## src/sv/prt_pkg.sv

```systemverilog
package prt_pkg;

    localparam int DATA_WIDTH = 32;
    localparam int OP_WIDTH = 2;
    localparam int INDEX_WIDTH = 5;
    localparam int COUNTER_WIDTH_DEF = 32;
    localparam int PRESCALE_WIDTH_DEF = 16;

    localparam logic [OP_WIDTH-1:0] OP_TICK = 2'd0;
    localparam logic [OP_WIDTH-1:0] OP_WRITE = 2'd1;
    localparam logic [OP_WIDTH-1:0] OP_READ = 2'd2;

    localparam logic [INDEX_WIDTH-1:0] REG_CONTROL = 5'd0;
    localparam logic [INDEX_WIDTH-1:0] REG_IRQ_ENABLE = 5'd3;
    localparam logic [INDEX_WIDTH-1:0] REG_STATUS = 5'd4;
    localparam logic [INDEX_WIDTH-1:0] REG_EVENT = 5'd5;
    localparam logic [INDEX_WIDTH-1:0] REG_COUNTER = 5'd9;
    localparam logic [INDEX_WIDTH-1:0] REG_PRESCALER = 5'd10;
    localparam logic [INDEX_WIDTH-1:0] REG_RELOAD = 5'd11;

    typedef struct packed {
        logic [OP_WIDTH-1:0]    operation;
        logic [INDEX_WIDTH-1:0] reg_index;
        logic [DATA_WIDTH-1:0]  write_data;
    } req_t;

    typedef struct packed {
        logic [DATA_WIDTH-1:0] read_data;
        logic                  irq;
        logic                  update_event;
    } rsp_t;

endpackage

```

## src/sv/prt_if.sv

```systemverilog
interface prt_req_if;
    logic                                  valid;
    logic                                  ready;
    logic [prt_pkg::OP_WIDTH-1:0]          operation;
    logic [prt_pkg::INDEX_WIDTH-1:0]       reg_index;
    logic [prt_pkg::DATA_WIDTH-1:0]        write_data;

    modport source (output valid, output operation, output reg_index, output write_data,
                    input ready);
    modport sink (input valid, input operation, input reg_index, input write_data,
                  output ready);
endinterface

interface prt_rsp_if;
    logic                                  valid;
    logic                                  ready;
    logic [prt_pkg::DATA_WIDTH-1:0]        read_data;
    logic                                  irq;
    logic                                  update_event;

    modport source (output valid, output read_data, output irq, output update_event,
                    input ready);
    modport sink (input valid, input read_data, input irq, input update_event,
                  output ready);
endinterface

```

## src/sv/prt_core.sv

```systemverilog
module prt_core #(
    parameter int COUNTER_WIDTH = prt_pkg::COUNTER_WIDTH_DEF,
    parameter int PRESCALE_WIDTH = prt_pkg::PRESCALE_WIDTH_DEF
) (
    input  logic               clk,
    input  logic               rst_n,
    input  logic               fire,
    input  prt_pkg::req_t      req,
    output prt_pkg::rsp_t      rsp
);

    logic                      enable_reg, enable_next;
    logic                      irq_enable_reg, irq_enable_next;
    logic                      flag_reg, flag_next;
    logic [PRESCALE_WIDTH-1:0] psc_buf_reg, psc_buf_next;
    logic [PRESCALE_WIDTH-1:0] psc_act_reg, psc_act_next;
    logic [PRESCALE_WIDTH-1:0] psc_cnt_reg, psc_cnt_next;
    logic [COUNTER_WIDTH-1:0]  reload_reg, reload_next;
    logic [COUNTER_WIDTH-1:0]  cnt_reg, cnt_next;
    logic                      event_flag;
    logic [prt_pkg::DATA_WIDTH-1:0] rdata;

    always_comb
    begin
        enable_next = enable_reg;
        irq_enable_next = irq_enable_reg;
        flag_next = flag_reg;
        psc_buf_next = psc_buf_reg;
        psc_act_next = psc_act_reg;
        psc_cnt_next = psc_cnt_reg;
        reload_next = reload_reg;
        cnt_next = cnt_reg;
        event_flag = 1'b0;
        rdata = '0;
        case (req.operation)
            prt_pkg::OP_TICK:
            begin
                if (enable_reg)
                begin
                    if (psc_cnt_reg >= psc_act_reg)
                    begin
                        psc_cnt_next = '0;
                        if (reload_reg != '0)
                        begin
                            if (cnt_reg == reload_reg)
                            begin
                                cnt_next = '0;
                                psc_act_next = psc_buf_reg;
                                flag_next = 1'b1;
                                event_flag = 1'b1;
                            end
                            else
                            begin
                                cnt_next = cnt_reg + 1'b1;
                            end
                        end
                    end
                    else
                    begin
                        psc_cnt_next = psc_cnt_reg + 1'b1;
                    end
                end
            end
            prt_pkg::OP_WRITE:
            begin
                unique case (req.reg_index)
                    prt_pkg::REG_CONTROL: enable_next = req.write_data[0];
                    prt_pkg::REG_IRQ_ENABLE: irq_enable_next = req.write_data[0];
                    prt_pkg::REG_STATUS:
                    begin
                        if (!req.write_data[0])
                        begin
                            flag_next = 1'b0;
                        end
                    end
                    prt_pkg::REG_EVENT:
                    begin
                        if (req.write_data[0])
                        begin
                            cnt_next = '0;
                            psc_cnt_next = '0;
                            psc_act_next = psc_buf_reg;
                            flag_next = 1'b1;
                            event_flag = 1'b1;
                        end
                    end
                    prt_pkg::REG_COUNTER: cnt_next = req.write_data[COUNTER_WIDTH-1:0];
                    prt_pkg::REG_PRESCALER: psc_buf_next = req.write_data[PRESCALE_WIDTH-1:0];
                    prt_pkg::REG_RELOAD: reload_next = req.write_data[COUNTER_WIDTH-1:0];
                    default: ;
                endcase
            end
            prt_pkg::OP_READ:
            begin
                unique case (req.reg_index)
                    prt_pkg::REG_CONTROL: rdata = prt_pkg::DATA_WIDTH'(enable_reg);
                    prt_pkg::REG_IRQ_ENABLE: rdata = prt_pkg::DATA_WIDTH'(irq_enable_reg);
                    prt_pkg::REG_STATUS: rdata = prt_pkg::DATA_WIDTH'(flag_reg);
                    prt_pkg::REG_COUNTER: rdata = prt_pkg::DATA_WIDTH'(cnt_reg);
                    prt_pkg::REG_PRESCALER: rdata = prt_pkg::DATA_WIDTH'(psc_buf_reg);
                    prt_pkg::REG_RELOAD: rdata = prt_pkg::DATA_WIDTH'(reload_reg);
                    default: rdata = '0;
                endcase
            end
            default: ;
        endcase
    end

    always_comb
    begin
        rsp.read_data = rdata;
        rsp.irq = flag_next & irq_enable_next;
        rsp.update_event = event_flag;
    end

    always_ff @(posedge clk or negedge rst_n)
    begin
        if (!rst_n)
        begin
            enable_reg <= 1'b0;
            irq_enable_reg <= 1'b0;
            flag_reg <= 1'b0;
            psc_buf_reg <= '0;
            psc_act_reg <= '0;
            psc_cnt_reg <= '0;
            reload_reg <= '1;
            cnt_reg <= '0;
        end
        else if (fire)
        begin
            enable_reg <= enable_next;
            irq_enable_reg <= irq_enable_next;
            flag_reg <= flag_next;
            psc_buf_reg <= psc_buf_next;
            psc_act_reg <= psc_act_next;
            psc_cnt_reg <= psc_cnt_next;
            reload_reg <= reload_next;
            cnt_reg <= cnt_next;
        end
    end

endmodule

```

## src/sv/prescaled_reload_timer_regs.sv

```systemverilog
// channel  dir  payload                              transfer
// req      in   operation, reg_index, write_data     valid & ready
// rsp      out  read_data, irq, update_event         valid & ready
//
// one result per request; request enters the input register, result the result register
// one request per cycle if rsp is ready: input register, single-pass core, result register
// rst_n clears the timer registers (reload to all ones) and both stage valids
// a stalled rsp holds the result; req keeps flowing until both stages are full
module prescaled_reload_timer_regs #(
    parameter int COUNTER_WIDTH = prt_pkg::COUNTER_WIDTH_DEF,
    parameter int PRESCALE_WIDTH = prt_pkg::PRESCALE_WIDTH_DEF
) (
    input  logic         clk,
    input  logic         rst_n,
    prt_req_if.sink      req,
    prt_rsp_if.source    rsp
);

    logic          in_valid_reg;
    prt_pkg::req_t in_data_reg;
    logic          out_valid_reg;
    prt_pkg::rsp_t out_data_reg;
    prt_pkg::rsp_t core_rsp;
    logic          advance;

    assign advance = in_valid_reg & (~out_valid_reg | rsp.ready);
    assign req.ready = ~in_valid_reg | advance;

    prt_core #(
        .COUNTER_WIDTH (COUNTER_WIDTH),
        .PRESCALE_WIDTH(PRESCALE_WIDTH)
    ) u_core (
        .clk  (clk),
        .rst_n(rst_n),
        .fire (advance),
        .req  (in_data_reg),
        .rsp  (core_rsp)
    );

    always_ff @(posedge clk or negedge rst_n)
    begin
        if (!rst_n)
        begin
            in_valid_reg <= 1'b0;
            out_valid_reg <= 1'b0;
        end
        else
        begin
            if (req.ready)
            begin
                in_valid_reg <= req.valid;
            end
            if (advance)
            begin
                out_valid_reg <= 1'b1;
            end
            else if (rsp.ready)
            begin
                out_valid_reg <= 1'b0;
            end
        end
    end

    always_ff @(posedge clk)
    begin
        if (req.valid && req.ready)
        begin
            in_data_reg.operation <= req.operation;
            in_data_reg.reg_index <= req.reg_index;
            in_data_reg.write_data <= req.write_data;
        end
        if (advance)
        begin
            out_data_reg <= core_rsp;
        end
    end

    assign rsp.valid = out_valid_reg;
    assign rsp.read_data = out_data_reg.read_data;
    assign rsp.irq = out_data_reg.irq;
    assign rsp.update_event = out_data_reg.update_event;

endmodule

```

## src/flat_wrapper.sv

```systemverilog
// flat-port wrapper written by rule: the top's interface ports become plain ports
module prescaled_reload_timer_regs_flat 
#(
    parameter int COUNTER_WIDTH = prt_pkg::COUNTER_WIDTH_DEF,
    parameter int PRESCALE_WIDTH = prt_pkg::PRESCALE_WIDTH_DEF
)
  (clk, rst_n, req_valid, req_operation, req_reg_index, req_write_data, req_ready, rsp_valid, rsp_read_data, rsp_irq, rsp_update_event, rsp_ready);
  prt_req_if req_i ();
  prt_rsp_if rsp_i ();
  input  logic clk;
  input  logic rst_n;
  input wire logic [$bits(req_i.valid)-1:0] req_valid;
  input wire logic [$bits(req_i.operation)-1:0] req_operation;
  input wire logic [$bits(req_i.reg_index)-1:0] req_reg_index;
  input wire logic [$bits(req_i.write_data)-1:0] req_write_data;
  output wire logic [$bits(req_i.ready)-1:0] req_ready;
  output wire logic [$bits(rsp_i.valid)-1:0] rsp_valid;
  output wire logic [$bits(rsp_i.read_data)-1:0] rsp_read_data;
  output wire logic [$bits(rsp_i.irq)-1:0] rsp_irq;
  output wire logic [$bits(rsp_i.update_event)-1:0] rsp_update_event;
  input wire logic [$bits(rsp_i.ready)-1:0] rsp_ready;
  assign req_i.valid = req_valid;
  assign req_i.operation = req_operation;
  assign req_i.reg_index = req_reg_index;
  assign req_i.write_data = req_write_data;
  assign req_ready = req_i.ready;
  assign rsp_valid = rsp_i.valid;
  assign rsp_read_data = rsp_i.read_data;
  assign rsp_irq = rsp_i.irq;
  assign rsp_update_event = rsp_i.update_event;
  assign rsp_i.ready = rsp_ready;
  prescaled_reload_timer_regs #(.COUNTER_WIDTH(COUNTER_WIDTH), .PRESCALE_WIDTH(PRESCALE_WIDTH)) u_core (.clk(clk), .rst_n(rst_n), .req(req_i), .rsp(rsp_i));
endmodule
```

## config.mk

```make
export PLATFORM = sky130hd
export DESIGN_NAME = prescaled_reload_timer_regs_flat
export DESIGN_NICKNAME = d
export VERILOG_FILES = /design/src/sv/prt_pkg.sv /design/src/sv/prt_if.sv /design/src/sv/prt_core.sv /design/src/sv/prescaled_reload_timer_regs.sv /design/src/flat_wrapper.sv
export SDC_FILE = /design/constraint.sdc
export NUM_CORES = 1
export LEC_CHECK = 0
export BUFFER_PORTS_ARGS = -buffer_cell sky130_fd_sc_hd__buf_2
export CORE_MARGIN = 1
export CORE_UTILIZATION = 60
export DETAILED_ROUTE_END_ITERATION = 10
export PLACE_DENSITY = 0.8
export SLEW_MARGIN = 20
export SYNTH_ARGS = -nofsm -noshare
export SYNTH_HDL_FRONTEND = slang
export SYNTH_SLANG_ARGS = --single-unit
```

## constraint.sdc

```tcl
create_clock -name clk -period 3.1 [get_ports clk]
set_input_delay 0.465 -clock clk [delete_from_list [all_inputs] [get_ports clk]]
set_output_delay 0.465 -clock clk [all_outputs]
set_load 0.01 [all_outputs]
```

==> reports/metrics.cfg <==
[pwr]
finalPower_mw = 5.91
max-vdd-ir-drop_uv = 575
power.leakage_nw = 4.30
p_per_area_nw_per_um2 = 564

[timing]
fin_skew_ns = 0.0116
max_freq_mhz = 358
setup_viol = 0
rsz0062_at_grt = no
fin_ws_ns = 0.308
worst_pin_slew_ns = 0.879
finalCritPeriodShare_pct = 90.1
finalSetupTns_ns = 0
finalWorstPathRequiredPeriod_ns = 2.79
slew_headroom_pct = 41.2
final-max-slew-violation-count = 0
hold_viol = 0
holdWs_ns = 0.0258

[synth]
synth_top_area_share_pct = 23.5
syn_nets = 879
synth_edf_count = 73
synthArstFlopShare_pct = 61.6
synth_most_common_cell = dfrtp_1
synth_cell_types = 64
syn_area_um2 = 9310
synth_common_cells = dfrtp_1, nor2_1, edfxtp_1
synthFlopType = dfrtp_1
netlist_top_cells_area = edfxtp_1, dfrtp_1, dfstp_2
postSynthCellCount = 818
ys_seq_area_share_pct = 55.4
synth-seq-cells = 190
yosys_warnings = 0
syn_avg_cell_area_um2 = 11.4
synth_top_area_cell = edfxtp_1

[routing]
dr.pass1.iters = 5
wire_per_inst_um = 20.5
first_iter_violations = 639
drcViolationCount = 0
via_per_inst = 6.43
wl_um = 22300
postRouteAntennaNets = 0
vias = 6992

[floorplanning]
die_w_um = 127
initial_utilization_pct = 61.3
ioPinCount = 79
core_um2 = 15200
die_y_um = 127
std_cell_rows = 45
dieArea_um2 = 16000

[min_path]
min_path_type = input port to async pin

[grt]
grt_pass1_wl_um = 35600
track_usage_pct = 29.4
antenna_found_initial = 0
grt_max_degree = 77
grt_pass1_vias = 6775
grt_overflow = 0

[cts]
post-cts-setup-buffers = 0
cts_tree = built
cts_root_buf = clkbuf_16
htree_levels = 4
numCtsBuffers = 17
cts.reportedPaths.clkPinSlew_ns = 0.07
clock_sinks = 190
cts_hold_buf = 0
cts_resized = 0
clkLatencyLatePin_ns = 0.44
clk_path_buf_depth = 2

[run]
drv_cap = 0

[cells_and_area]
diodes = 0
finalInstanceArea_um2 = 10500
fin_util_pct = 68.9
largest_register_ffs = 39
final_nets = 948
areaGrowthSynthToFinish_pct = 12.5
drive_above_1_share_pct = 26.8
layoutNonFillerInstCount = 1088

[critical_path]
rr_startpoint = u_core.in_data_reg[33]
endpoint = u_core.u_core.cnt_reg[14]
cp_max_fo = 17
reg2reg_slack_ns = 0.31
r2r_cells = 7
cp.arrival_ns = 3.12
cp.required_ns = 3.43
path_class = flip-flop to flip-flop
worstReg2RegEnd = u_core.u_core.cnt_reg[14]
crit_path_end_kind = flip-flop
critPathLaunchType = flip-flop
crit_start = u_core.in_data_reg[33]

[placement]
placement.io_buffers = 78
placed_cell_area_um2 = 9910
dp_hpwl_um = 14900
place.gp.congestion = 0.909
pre_cts_slack_ns = 0.405
placed_cells = 1056

[outcome]
status = finished, final reports clean

-- logic make-up after synthesis --
kind of cell	after synthesis	synth area share, %
simple gates	242	13.4
fa+ha+maj	18	2.42
flops	190	55.4
buf+inv	77	3.44
compound gates	179	13.0
xor+xnor	45	4.23
mux	67	8.07
-- layer usage --
metal	part of all wire, %	vias to the layer above	GRT usage [%]
li1	-	3156	-
met1	43	3431	41.0
met2	46	341	43.5
met3	8.0	64	6.96
met4	3.4	0	14.0
met5	0	-	0
-- worst min-delay path by stage --
| stage | startpoint | endpoint | slack (ns) |
|---|---|---|---|
| finish | rst_n | u_core.u_core.psc_cnt_reg[8] | 0.03 |
| global route | rst_n | u_core.u_core.psc_buf_reg[12] | 0.07 |
| CTS | rst_n | u_core.u_core.psc_act_reg[11] | 0.03 |
| detailed placement | u_core.u_core.psc_buf_reg[0] | u_core.u_core.psc_act_reg[0] | 0.48 |
| global placement | u_core.u_core.psc_buf_reg[0] | u_core.u_core.psc_act_reg[0] | 0.47 |
| floorplan | rst_n | u_core.in_valid_reg | 0.17 |
-- critical path: stages, from the launching register on --
cell and delay (ns):
edfxtp_1 0.47, nand4bb_2 0.30, o221a_2 0.32, nor4_2 0.34, o21a_1 0.19, and2_1 0.53
nand3_1 0.22, o311ai_1 0.31
-- placed cells by master, fill, tap and decap left out, types with 18 or more instances in the layout --
cell,instances
edfxtp_1,73
a21oi_1,42
nor4_1,22
a22o_1,21
nor2_1,82
nand2_1,33
dfrtp_1,85
buf_2,77
nand3_1,27
inv_1,33
ha_1,18
xor2_1,39
a22oi_1,32
mux2_2,65
dfstp_2,32
o21ai_0,40
-- where the power goes --
group	internal [mW]	switching (mW)	leakage [nW]
combinational	0.303	0.411	1.86
clock	1.12	0.989	0.262
sequential	2.85	0.239	2.18
total	4.27	1.64	4.30
-- area by class of cell --
class                           instances  area (um^2)
Fill cell                            1116         4730
Clock buffer                           18          429
Multi-Input combinational cell        551         3860
Tap cell                              188          235
Sequential cell                       190         5160
Timing Repair Buffer                   94          538
Inverter                               33          124
Clock inverter                         14          130
No activity file was read; power rests on OpenSTA's default activity.
